`config.mk`:
```
export PLATFORM = sky130hd
export DESIGN_NAME = tunnel_frame_parser_validator_top
export DESIGN_NICKNAME = d
export VERILOG_FILES = /design/src/hw/rtl/tfpv_pkg.sv /design/src/hw/rtl/tunnel_frame_parser_validator_top.sv
export SDC_FILE = /design/constraint.sdc
export NUM_CORES = 1
export LEC_CHECK = 0
export BUFFER_PORTS_ARGS = -buffer_cell sky130_fd_sc_hd__buf_2
export CORE_UTILIZATION = 50
export DETAILED_ROUTE_END_ITERATION = 6
export PLACE_DENSITY_LB_ADDON = 0.25
export SETUP_SLACK_MARGIN = 0.05
export SYNTH_ARGS = -nofsm -noshare
export SYNTH_HDL_FRONTEND = slang
export SYNTH_SLANG_ARGS = --single-unit
```
`constraint.sdc`:
```
create_clock -name aclk -period 3.84 [get_ports aclk]
set_input_delay 0.192 -clock aclk [delete_from_list [all_inputs] [get_ports aclk]]
set_output_delay 0.192 -clock aclk [all_outputs]
set_load 0.01 [all_outputs]
```
`src/hw/rtl/tfpv_pkg.sv`:
```
// ============================================================================
// Tunnel frame parser package
// Shared constants and types for the tunnel frame parser and validator.
// ============================================================================
package tfpv_pkg;

    // Header and trailer constants
    localparam logic [7:0] MAGIC_BYTE0   = 8'h14;
    localparam logic [7:0] MAGIC_BYTE1   = 8'h1D;
    localparam logic [7:0] KIND_RSVD_MSK = 8'hFE;
    localparam logic [7:0] CODE_RSVD_MSK = 8'hF0;
    localparam logic [7:0] FIXED_ONE     = 8'h01;
    localparam logic [7:0] FIXED_ZERO    = 8'h00;

    // Byte positions within the frame
    localparam int unsigned POS_W       = 9;
    localparam int unsigned SIZE_W      = POS_W + 1;
    localparam logic [POS_W-1:0] POS_MAGIC0 = 9'd0;
    localparam logic [POS_W-1:0] POS_MAGIC1 = 9'd1;
    localparam logic [POS_W-1:0] POS_KIND   = 9'd2;
    localparam logic [POS_W-1:0] POS_CODE   = 9'd3;
    localparam logic [POS_W-1:0] POS_FIXED1 = 9'd5;
    localparam logic [POS_W-1:0] POS_HDR_END = 9'd11;
    localparam logic [POS_W-1:0] POS_LENGTH = 9'd12;
    localparam logic [POS_W-1:0] POS_DATA   = 9'd13;
    localparam logic [POS_W-1:0] POS_MAX    = 9'd511;
    localparam logic [SIZE_W-1:0] MIN_FRAME = 10'd17;

    // Final frame status codes
    typedef enum logic [1:0] {
        STATUS_OK        = 2'd0,
        STATUS_BAD_MAGIC = 2'd1,
        STATUS_CORRUPT   = 2'd2,
        STATUS_UNUSED    = 2'd3
    } frame_status_t;

endpackage

```
`src/hw/rtl/tunnel_frame_parser_validator_top.sv`:
```
// ============================================================================
// Tunnel frame parser and validator
// Checks header, length and trailer of a byte stream frame, forwards payload
// bytes as tentative data and reports a final status on the last byte.
// ============================================================================
//
//  Channel | Direction | tdata                         | tlast      | tuser
//  --------+-----------+-------------------------------+------------+------
//  s_      | in        | [7:0] frame_byte              | is_last    | -
//  m_      | out       | [0] payload_valid,            | frame_done | -
//          |           | [8:1] payload_byte,           |            |
//          |           | [10:9] frame_status,          |            |
//          |           | [11] frame_kind,              |            |
//          |           | [15:12] control_code          |            |
//
//  Each request is processed when taken; one byte is accepted per cycle unless the output stalls.
//  A result appears on the master side in the cycle after its byte is taken,
//  held in the output register, and bytes that give no result are absorbed.
//  The single output register sets the rate: a new byte is taken whenever
//  that register is empty or its content is taken in the same cycle.
//  Synchronous active-low reset clears the frame state and the output valid.
//
module tunnel_frame_parser_validator_top
    import tfpv_pkg::*;
(
    input  logic        aclk,
    input  logic        aresetn,
    input  logic        s_tvalid,
    output logic        s_tready,
    input  logic [7:0]  s_tdata,   // [7:0] frame_byte
    input  logic        s_tlast,
    output logic        m_tvalid,
    input  logic        m_tready,
    output logic [15:0] m_tdata,   // [0] payload_valid, [8:1] payload_byte,
                                   // [10:9] frame_status, [11] frame_kind,
                                   // [15:12] control_code
    output logic        m_tlast
);

    // Frame state
    logic [POS_W-1:0] byte_position_reg, byte_position_next;
    logic             magic_bad_reg, magic_bad_next;
    logic             header_bad_reg, header_bad_next;
    logic [7:0]       payload_length_reg, payload_length_next;
    logic             kind_bit_reg, kind_bit_next;
    logic [3:0]       control_nibble_reg, control_nibble_next;
    logic [7:0]       recent_bytes_reg [0:4];
    logic [7:0]       recent_bytes_next [0:4];

    // Output register
    logic             out_valid_reg;
    logic [15:0]      out_data_reg, out_data_next;
    logic             out_last_reg;

    logic             accept;
    logic             pay;
    logic             emit;
    logic [7:0]       b;
    logic [SIZE_W-1:0] frame_size;
    logic [SIZE_W-1:0] want_size;
    logic             overrun;
    logic             trailer_bad;
    logic             bad;
    frame_status_t    status;
    logic             kind_out;
    logic [3:0]       code_out;

    assign s_tready = !out_valid_reg || m_tready;
    assign accept   = s_tvalid && s_tready;
    assign b        = s_tdata;

    // Field checks by position and payload detection
    always_comb begin
        magic_bad_next      = magic_bad_reg;
        header_bad_next     = header_bad_reg;
        payload_length_next = payload_length_reg;
        kind_bit_next       = kind_bit_reg;
        control_nibble_next = control_nibble_reg;
        pay                 = 1'b0;
        priority if (byte_position_reg == POS_MAGIC0) begin
            if (b != MAGIC_BYTE0) magic_bad_next = 1'b1;
        end else if (byte_position_reg == POS_MAGIC1) begin
            if (b != MAGIC_BYTE1) magic_bad_next = 1'b1;
        end else if (byte_position_reg == POS_KIND) begin
            if ((b & KIND_RSVD_MSK) != FIXED_ZERO) header_bad_next = 1'b1;
            kind_bit_next = b[0];
        end else if (byte_position_reg == POS_CODE) begin
            if ((b & CODE_RSVD_MSK) != FIXED_ZERO) header_bad_next = 1'b1;
            control_nibble_next = b[3:0];
        end else if (byte_position_reg <= POS_HDR_END) begin
            if (b != ((byte_position_reg == POS_FIXED1) ? FIXED_ONE : FIXED_ZERO))
                header_bad_next = 1'b1;
        end else if (byte_position_reg == POS_LENGTH) begin
            payload_length_next = b;
        end else begin
            pay = ({1'b0, byte_position_reg} <
                   ({1'b0, POS_DATA} + {2'b00, payload_length_reg}));
        end
    end

    // Position counter saturates at its top value
    always_comb begin
        byte_position_next = byte_position_reg;
        if (byte_position_reg != POS_MAX)
            byte_position_next = byte_position_reg + 9'd1;
    end

    // Final status for the last byte
    always_comb begin
        overrun     = (byte_position_reg == POS_MAX);
        frame_size  = {1'b0, byte_position_reg} + 10'd1;
        want_size   = MIN_FRAME + {2'b00, payload_length_next}
                    + {9'd0, (payload_length_next != 8'd0)};
        trailer_bad = (recent_bytes_reg[1] != FIXED_ZERO) ||
                      (recent_bytes_reg[2] != FIXED_ZERO) ||
                      (recent_bytes_reg[3] != FIXED_ONE)  ||
                      (recent_bytes_reg[4] != FIXED_ZERO) ||
                      (b != FIXED_ONE);
        bad = overrun || header_bad_next || trailer_bad ||
              (frame_size != want_size) ||
              (!kind_bit_next && (control_nibble_next != 4'd0));
        priority if (!overrun && (frame_size < MIN_FRAME)) begin
            status = STATUS_CORRUPT;
        end else if (magic_bad_next) begin
            status = STATUS_BAD_MAGIC;
        end else if (bad) begin
            status = STATUS_CORRUPT;
        end else begin
            status = STATUS_OK;
        end
        if (!s_tlast) status = STATUS_OK;
        kind_out = (s_tlast && status == STATUS_OK) ? kind_bit_next : 1'b0;
        code_out = (s_tlast && status == STATUS_OK) ? control_nibble_next : 4'd0;
        emit     = pay || s_tlast;
        out_data_next = {code_out, kind_out, status, (pay ? b : 8'd0), pay};
    end

    // Trailer window shifts in every accepted byte
    always_comb begin
        for (int i = 0; i < 4; i++) recent_bytes_next[i] = recent_bytes_reg[i + 1];
        recent_bytes_next[4] = b;
    end

    // Frame state registers, cleared after each last byte
    always_ff @(posedge aclk) begin
        if (!aresetn) begin
            byte_position_reg  <= '0;
            magic_bad_reg      <= 1'b0;
            header_bad_reg     <= 1'b0;
            payload_length_reg <= '0;
            kind_bit_reg       <= 1'b0;
            control_nibble_reg <= '0;
            for (int i = 0; i < 5; i++) recent_bytes_reg[i] <= '0;
        end else if (accept) begin
            if (s_tlast) begin
                byte_position_reg  <= '0;
                magic_bad_reg      <= 1'b0;
                header_bad_reg     <= 1'b0;
                payload_length_reg <= '0;
                kind_bit_reg       <= 1'b0;
                control_nibble_reg <= '0;
                for (int i = 0; i < 5; i++) recent_bytes_reg[i] <= '0;
            end else begin
                byte_position_reg  <= byte_position_next;
                magic_bad_reg      <= magic_bad_next;
                header_bad_reg     <= header_bad_next;
                payload_length_reg <= payload_length_next;
                kind_bit_reg       <= kind_bit_next;
                control_nibble_reg <= control_nibble_next;
                for (int i = 0; i < 5; i++) recent_bytes_reg[i] <= recent_bytes_next[i];
            end
        end
    end

    // Output register
    always_ff @(posedge aclk) begin
        if (!aresetn) begin
            out_valid_reg <= 1'b0;
        end else if (s_tready) begin
            out_valid_reg <= accept && emit;
        end
    end

    always_ff @(posedge aclk) begin
        if (accept && emit) begin
            out_data_reg <= out_data_next;
            out_last_reg <= s_tlast;
        end
    end

    assign m_tvalid = out_valid_reg;
    assign m_tdata  = out_data_reg;
    assign m_tlast  = out_last_reg;

    // A result that is not the last one must carry a payload byte.
    assert property (@(posedge aclk) disable iff (!aresetn)
        (m_tvalid && !m_tlast) |-> m_tdata[0])
        else $error("non-final result without payload");

    // Status is never the unused code.
    assert property (@(posedge aclk) disable iff (!aresetn)
        m_tvalid |-> (m_tdata[10:9] != STATUS_UNUSED))
        else $error("invalid frame status");

    // A rejected frame reports no kind or control code.
    assert property (@(posedge aclk) disable iff (!aresetn)
        (m_tvalid && m_tdata[10:9] != STATUS_OK) |-> (m_tdata[15:11] == 5'd0))
        else $error("kind or code leaked on a rejected frame");

    // After a last byte the position counter restarts.
    assert property (@(posedge aclk) disable iff (!aresetn)
        (accept && s_tlast) |=> (byte_position_reg == '0))
        else $error("position not cleared after last byte");

    // Status only appears on the last result of a frame.
    assert property (@(posedge aclk) disable iff (!aresetn)
        (m_tvalid && !m_tlast) |-> (m_tdata[15:9] == 7'd0))
        else $error("status fields set on a payload-only result");

endmodule

```
Word level (Yosys, flattened, before mapping)
Memories as Yosys holds them, arrays and structs flattened. Cells that the tools add are included.

Add/subtract/negate cells: 5. Order comparisons: 3. Equal/unequal tests: 13. Muxes and demuxes: 62. Bitwise operators: 10. Reduce and logical (&&, ||, !) cells: 29.

Operators by type and width (number): 8-bit 2-to-1 mux (17); 8-bit nonzero test (6); 1-bit 2-to-1 mux (34); 4-bit 2-to-1 mux (5); 9-bit by 2-bit == test with 1-bit output (second input constant) (2); 9-bit 2-to-1 mux (2); 8-bit by 1-bit inequality test with 1-bit output (second input constant) (2); 8-bit by 5-bit inequality test with 1-bit output (second input constant) (2); 9-bit by 1-bit adder with 10-bit output (1); 9-bit by 1-bit adder with 10-bit output (second input constant) (1); 1-bit logical OR (10); 10-bit by 5-bit < comparator with 1-bit output (second input constant) (1); 10-bit inequality test (1); 1-bit bitwise OR (10); 4-bit by 8-bit adder with 9-bit output (first input constant) (1); 5-bit by 8-bit adder with 9-bit output (first input constant) (1); 9-bit by 1-bit adder with 9-bit output (second input constant) (1); 9-bit by 1-bit == test with 1-bit output (second input constant) (1); 9-bit by 3-bit == test with 1-bit output (second input constant) (1); 9-bit by 4-bit == test with 1-bit output (second input constant) (1); 9-bit == test (second input constant) (1); 9-bit by 4-bit less-or-equal comparator with 1-bit output (second input constant) (1); 9-bit zero test (1); 9-bit < comparator (1); other kinds (9) (18).

Register bits: 42. Memory bits (writable): 40. Logic and storage cells: 134. Memories kept: 1.

Memory list: recent_bytes_reg (depth 5, width 8, read ports 4, clocked after memory_dff 0, wr ports 5, line tunnel_frame_parser_validator_top.sv:47) `logic [7:0] recent_bytes_reg [0:4];`.

Logic depth before layout (Yosys ltp)
Depth after elaboration: 19. Gate-level depth with buffers: 18.

Worst setup path before layout
OpenSTA, ideal clock, no wires.

Kind: register to register. From: register byte_position_reg[0]. To: register out_data_reg[10] (netlist: m_tdata[10]) (data pin). Arrival time: 3575 ps. Required time: 3586 ps. Slack: 11 ps. Cell stages (with the launch flop): 17. Path buffers: 1. Path through: dfxtp_1 inv_1 ha_1 nor4b_2 nand2_1 buf_2 mux2i_1 inv_1 ha_1 a21oi_1 or3_1 and3_2 or3_1 a211o_1 a2111oi_4 nor3_1 o21a_1.

Cells in the longest elaborated chain, start to end: 17.

RTL lines: from (decl) (line tunnel_frame_parser_validator_top.sv:41) `logic [POS_W-1:0] byte_position_reg, byte_position_next;`; from (signal assigned) (line tunnel_frame_parser_validator_top.sv:164) `byte_position_reg <= byte_position_next;`; branches (longest 15 deep; another with 9-bit by 1-bit adder with 10-bit output); 2-bit 2-to-1 mux (*) (line tunnel_frame_parser_validator_top.sv:122) `priority if (!overrun && (frame_size < MIN_FRAME)) begin`; 2-bit 2-to-1 mux (*) (line tunnel_frame_parser_validator_top.sv:131) `if (!s_tlast) status = STATUS_OK;`; named net out_data_next[10] (line tunnel_frame_parser_validator_top.sv:52) `logic [15:0] out_data_reg, out_data_next;`; to (signal assigned) (line tunnel_frame_parser_validator_top.sv:186) `out_data_reg <= out_data_next;`; to (decl) (line tunnel_frame_parser_validator_top.sv:52).

Mark *: on every way through the listed nets, which the timed path passes. A chain may end at the register's enable or synchronous reset.

Worst setup path in the final report
From: register byte_position_reg[1]. To: register out_data_reg[13] (netlist: m_tdata[13]) (data pin).

Cells in the longest elaborated chain, start to end: 19.

RTL lines: branches (longest 19 deep; another with 9-bit by 1-bit adder with 10-bit output).

Parallel ways; which one is timed is not known.

==> impl_metrics.toml <==
[setup_path]
cp_max_fo = 5
end_kind = "flip-flop"
cp.required_ns = 4.05
worst_setup_path_start_kind = "flip-flop"
critical_path_class = "flip-flop to flip-flop"
cp.arrival_ns = 3.86
reg2reg_depth = 17

[synth]
syn_nets = 449
synthArstFlopShare_pct = 0
ys_warn_count = 0
synth_area_um2 = 4259
ys_seq_area_share_pct = 46.30
synth-edff-count = 49
synth_cell_types = 58
ys_ff_latch = 74
synth_area_leaders = "edfxtp_1 (35%), dfxtp_1 (12%), and2_1 (7.2%), ha_1 (5.3%), mux2i_1 (2.8%)"
syn_area_per_cell_um2 = 10.19
syn_inst = 418
ys.flop_type = "edfxtp_1"
yosys.area.top_type = "edfxtp_1"
synth_top_area_share_pct = 34.55

[pwr]
power_frac_seq_pct = 52.6
p_int_mw = 1.293
p_leak_nw = 2.023
p_sw_uw = 402.5
powerDensity_nw_per_um2 = 339.9
peakVddDrop_uv = 230.0
combPwrFrac_pct = 7.4
p_clk_share_pct = 40.0
switching_share_pct = 23.74

[place]
placed_area_um2 = 4619
gp_congestion = 0.9388
hpwl_mm = 7.576
dp_slack_ns = -0.06756
numPortBuffers = 31

[detailed_routing]
met1Wirelength_mm = 4.668
top_layer = "met4"
drcViolationCount = 0
postRouteAntennaNets = 0
routed_wl_mm = 10.60
vias = 3453
wire_per_inst_um = 18.40
wl_met2_mm = 5.116
viasPerCell = 5.995
met3_length_um = 574
firstDrtPassIters = 6
drt-initial-drc-count = 236

[clock_tree]
tritoncts = "done"
cts-root-buf = "clkbuf_8"
cts_sinks = 74
cts_htree_levels = 3
cts.path.max_buffers = 2
clkSlewWorstSetupHoldPaths_ns = 0.08
clock_latency_ns = 0.35
numCtsBuffers = 9

[timing]
hold_viol_final = 0
fin_hold_ws_ns = 0.1324
finalWorstSetupSlack_ns = 0.1893
min_period_ns = 3.651
grt_setup_unrepaired = "yes"
worstMarginPinSlew_ns = 0.7169
period_share_pct = 95.07
maxSlewViolCount = 0
fin_skew_ns = 0.009777
timing.fmax_ghz = 0.2739
setup_viol = 0
slew_headroom_pct = 52.15
setup-tns-final_ns = 0

[global_route]
grt_max_degree = 35
grt_pass1_wl_mm = 16.45
antenna_found_initial = 0
grt-ovfl-total = 0
grt_pass1_vias = 3259
grt_usage_pct = 24.84

[die]
fp.dieH_um = 94.30
coreArea_um2 = 8217
die_width_um = 94.30
die_area_um2 = 8892
rows = 33
io_pins = 32
start_util_pct = 51.83

[finish]
layout-drive-gt1-share_pct = 22.51
finalInstanceArea_um2 = 4987
synthToLayoutAreaGrowth_pct = 17.10
regArea_um2 = 1974
n_antenna_cell = 0
largest_register_ff_count = 32
fin_util_pct = 60.70
fill_cells = 670
multi_input_area_um2 = 2246
design.final.nets = 497

[run_status]
status = "finished, final reports clean"

[job]
max-cap-violations = 0

[worst_hold_path]
hold_path_depth = 3
hp-class = "primary input to flip-flop"
==> cell type report <==
cell class / instances / share of cell area (%)
Clock buffer: 10 / 2.559
Clock inverter: 6 / 1.806
Inverter: 10 / 0.7526
Multi-Input combinational cell: 310 / 45.03
Sequential cell: 74 / 39.59
Tap cell: 105 / 2.634
Timing Repair Buffer: 61 / 7.627
==> layout by cell type, fill, tap and decap left out, drive strengths merged, types with 3 or more instances in the layout <==
| cell | n |
|---|---|
| buf | 61 |
| nor3 | 9 |
| and2 | 49 |
| a21oi | 17 |
| and3 | 8 |
| clkbuf | 10 |
| inv | 12 |
| nor2 | 21 |
| a31oi | 3 |
| nand3 | 8 |
| a22o | 10 |
| or3 | 4 |
| xnor2 | 12 |
| nand4b | 3 |
| nor4b | 4 |
| or2 | 3 |
| nor2b | 3 |
| nor4 | 13 |
| nand4 | 6 |
| o21ai | 24 |
| edfxtp | 49 |
| xor2 | 12 |
| ha | 18 |
| nand2b | 7 |
| o31ai | 3 |
| o21a | 7 |
| nand2 | 24 |
| mux2i | 12 |
| dfxtp | 25 |
| nor3b | 6 |
==> cell usage after synthesis, drive strengths merged (3+ instances only) <==
library cell  number
nor2b              3
nand3              8
xor2              12
nand4b             3
clkbuf            19
dfxtp             25
or3                4
o21a               7
nor3b              6
inv               10
nor2              21
mux2i             12
nor3               9
nand2b             7
nand4              6
nor4b              4
a21oi             17
a31oi              3
buf                5
nor4              13
ha                18
or2                3
and3               8
xnor2             12
and2              49
edfxtp            49
nand2             24
a22o              10
o21ai             24
o31ai              3
==> per-layer routing <==
metal  global-route usage (%)  vias up
met5                        0        -
met4                    12.31        0
met3                    3.883       24
met2                    40.04      140
met1                    32.19     1669
li1                         -     1620
==> through the flow <==
stage,cells,power [mW]
detailed placement,551,1.025
global route,576,1.742
floorplan,418,0.9738
global placement,551,1.022
finish,576,1.695
CTS,569,1.696
==> worst paths after layout <==
| kind | start | endpoint | slack, ns |
|---|---|---|---|
| min | s_tvalid | m_tvalid | 0.13 |
| max reg2reg | byte_position_reg[1] | m_tdata[13] | 0.19 |
| min reg2reg | kind_bit_reg | kind_bit_reg | 0.50 |
| max | byte_position_reg[1] | m_tdata[13] | 0.19 |
==> power groups by stage <==
stage | Clock [mW] | Sequential, mW | Combinational [mW]
final | 0.678 | 0.891 | 0.126
after global routing | 0.710 | 0.894 | 0.138
after CTS | 0.685 | 0.891 | 0.120
after detailed placement | 0 | 0.909 | 0.117
after global placement | 0 | 0.908 | 0.114
after floorplan | 0 | 0.910 | 0.0642
==> worst max-delay path: stages, from the launching register on <==
cell and delay [ns]:
dfxtp_2 0.33, inv_2 0.08, ha_4 0.15, or4b_4 0.49, o21ai_4 0.14, and2_4 0.16
nand4_1 0.12, nor3_2 0.15, ha_1 0.26, xor2_1 0.16, nor4_2 0.19, and3_1 0.21
nand4_1 0.09, a211o_1 0.28, a2111oi_4 0.27, buf_4 0.19, nand4b_4 0.13, nor2_2 0.11
==> what timing repair did <==
item	CTS	global route
hold buffers	0	0
endpoints found under the hold margin	0	0
endpoints found under the setup margin	6	6
setup buffers	2	7
pin swaps	13	4
resized for setup	13	8
==> logic make-up after synthesis <==
logic type | synth area share [%]
AOI/OAI and AO/OA | 12.46
xor gates and xnor gates | 4.935
buffers and inverters | 3.173
muxes | 2.820
and+or+nand+nor | 25.03
DFF | 46.30
adders and majority gates | 5.288
(Power assumes the default switching activity.)
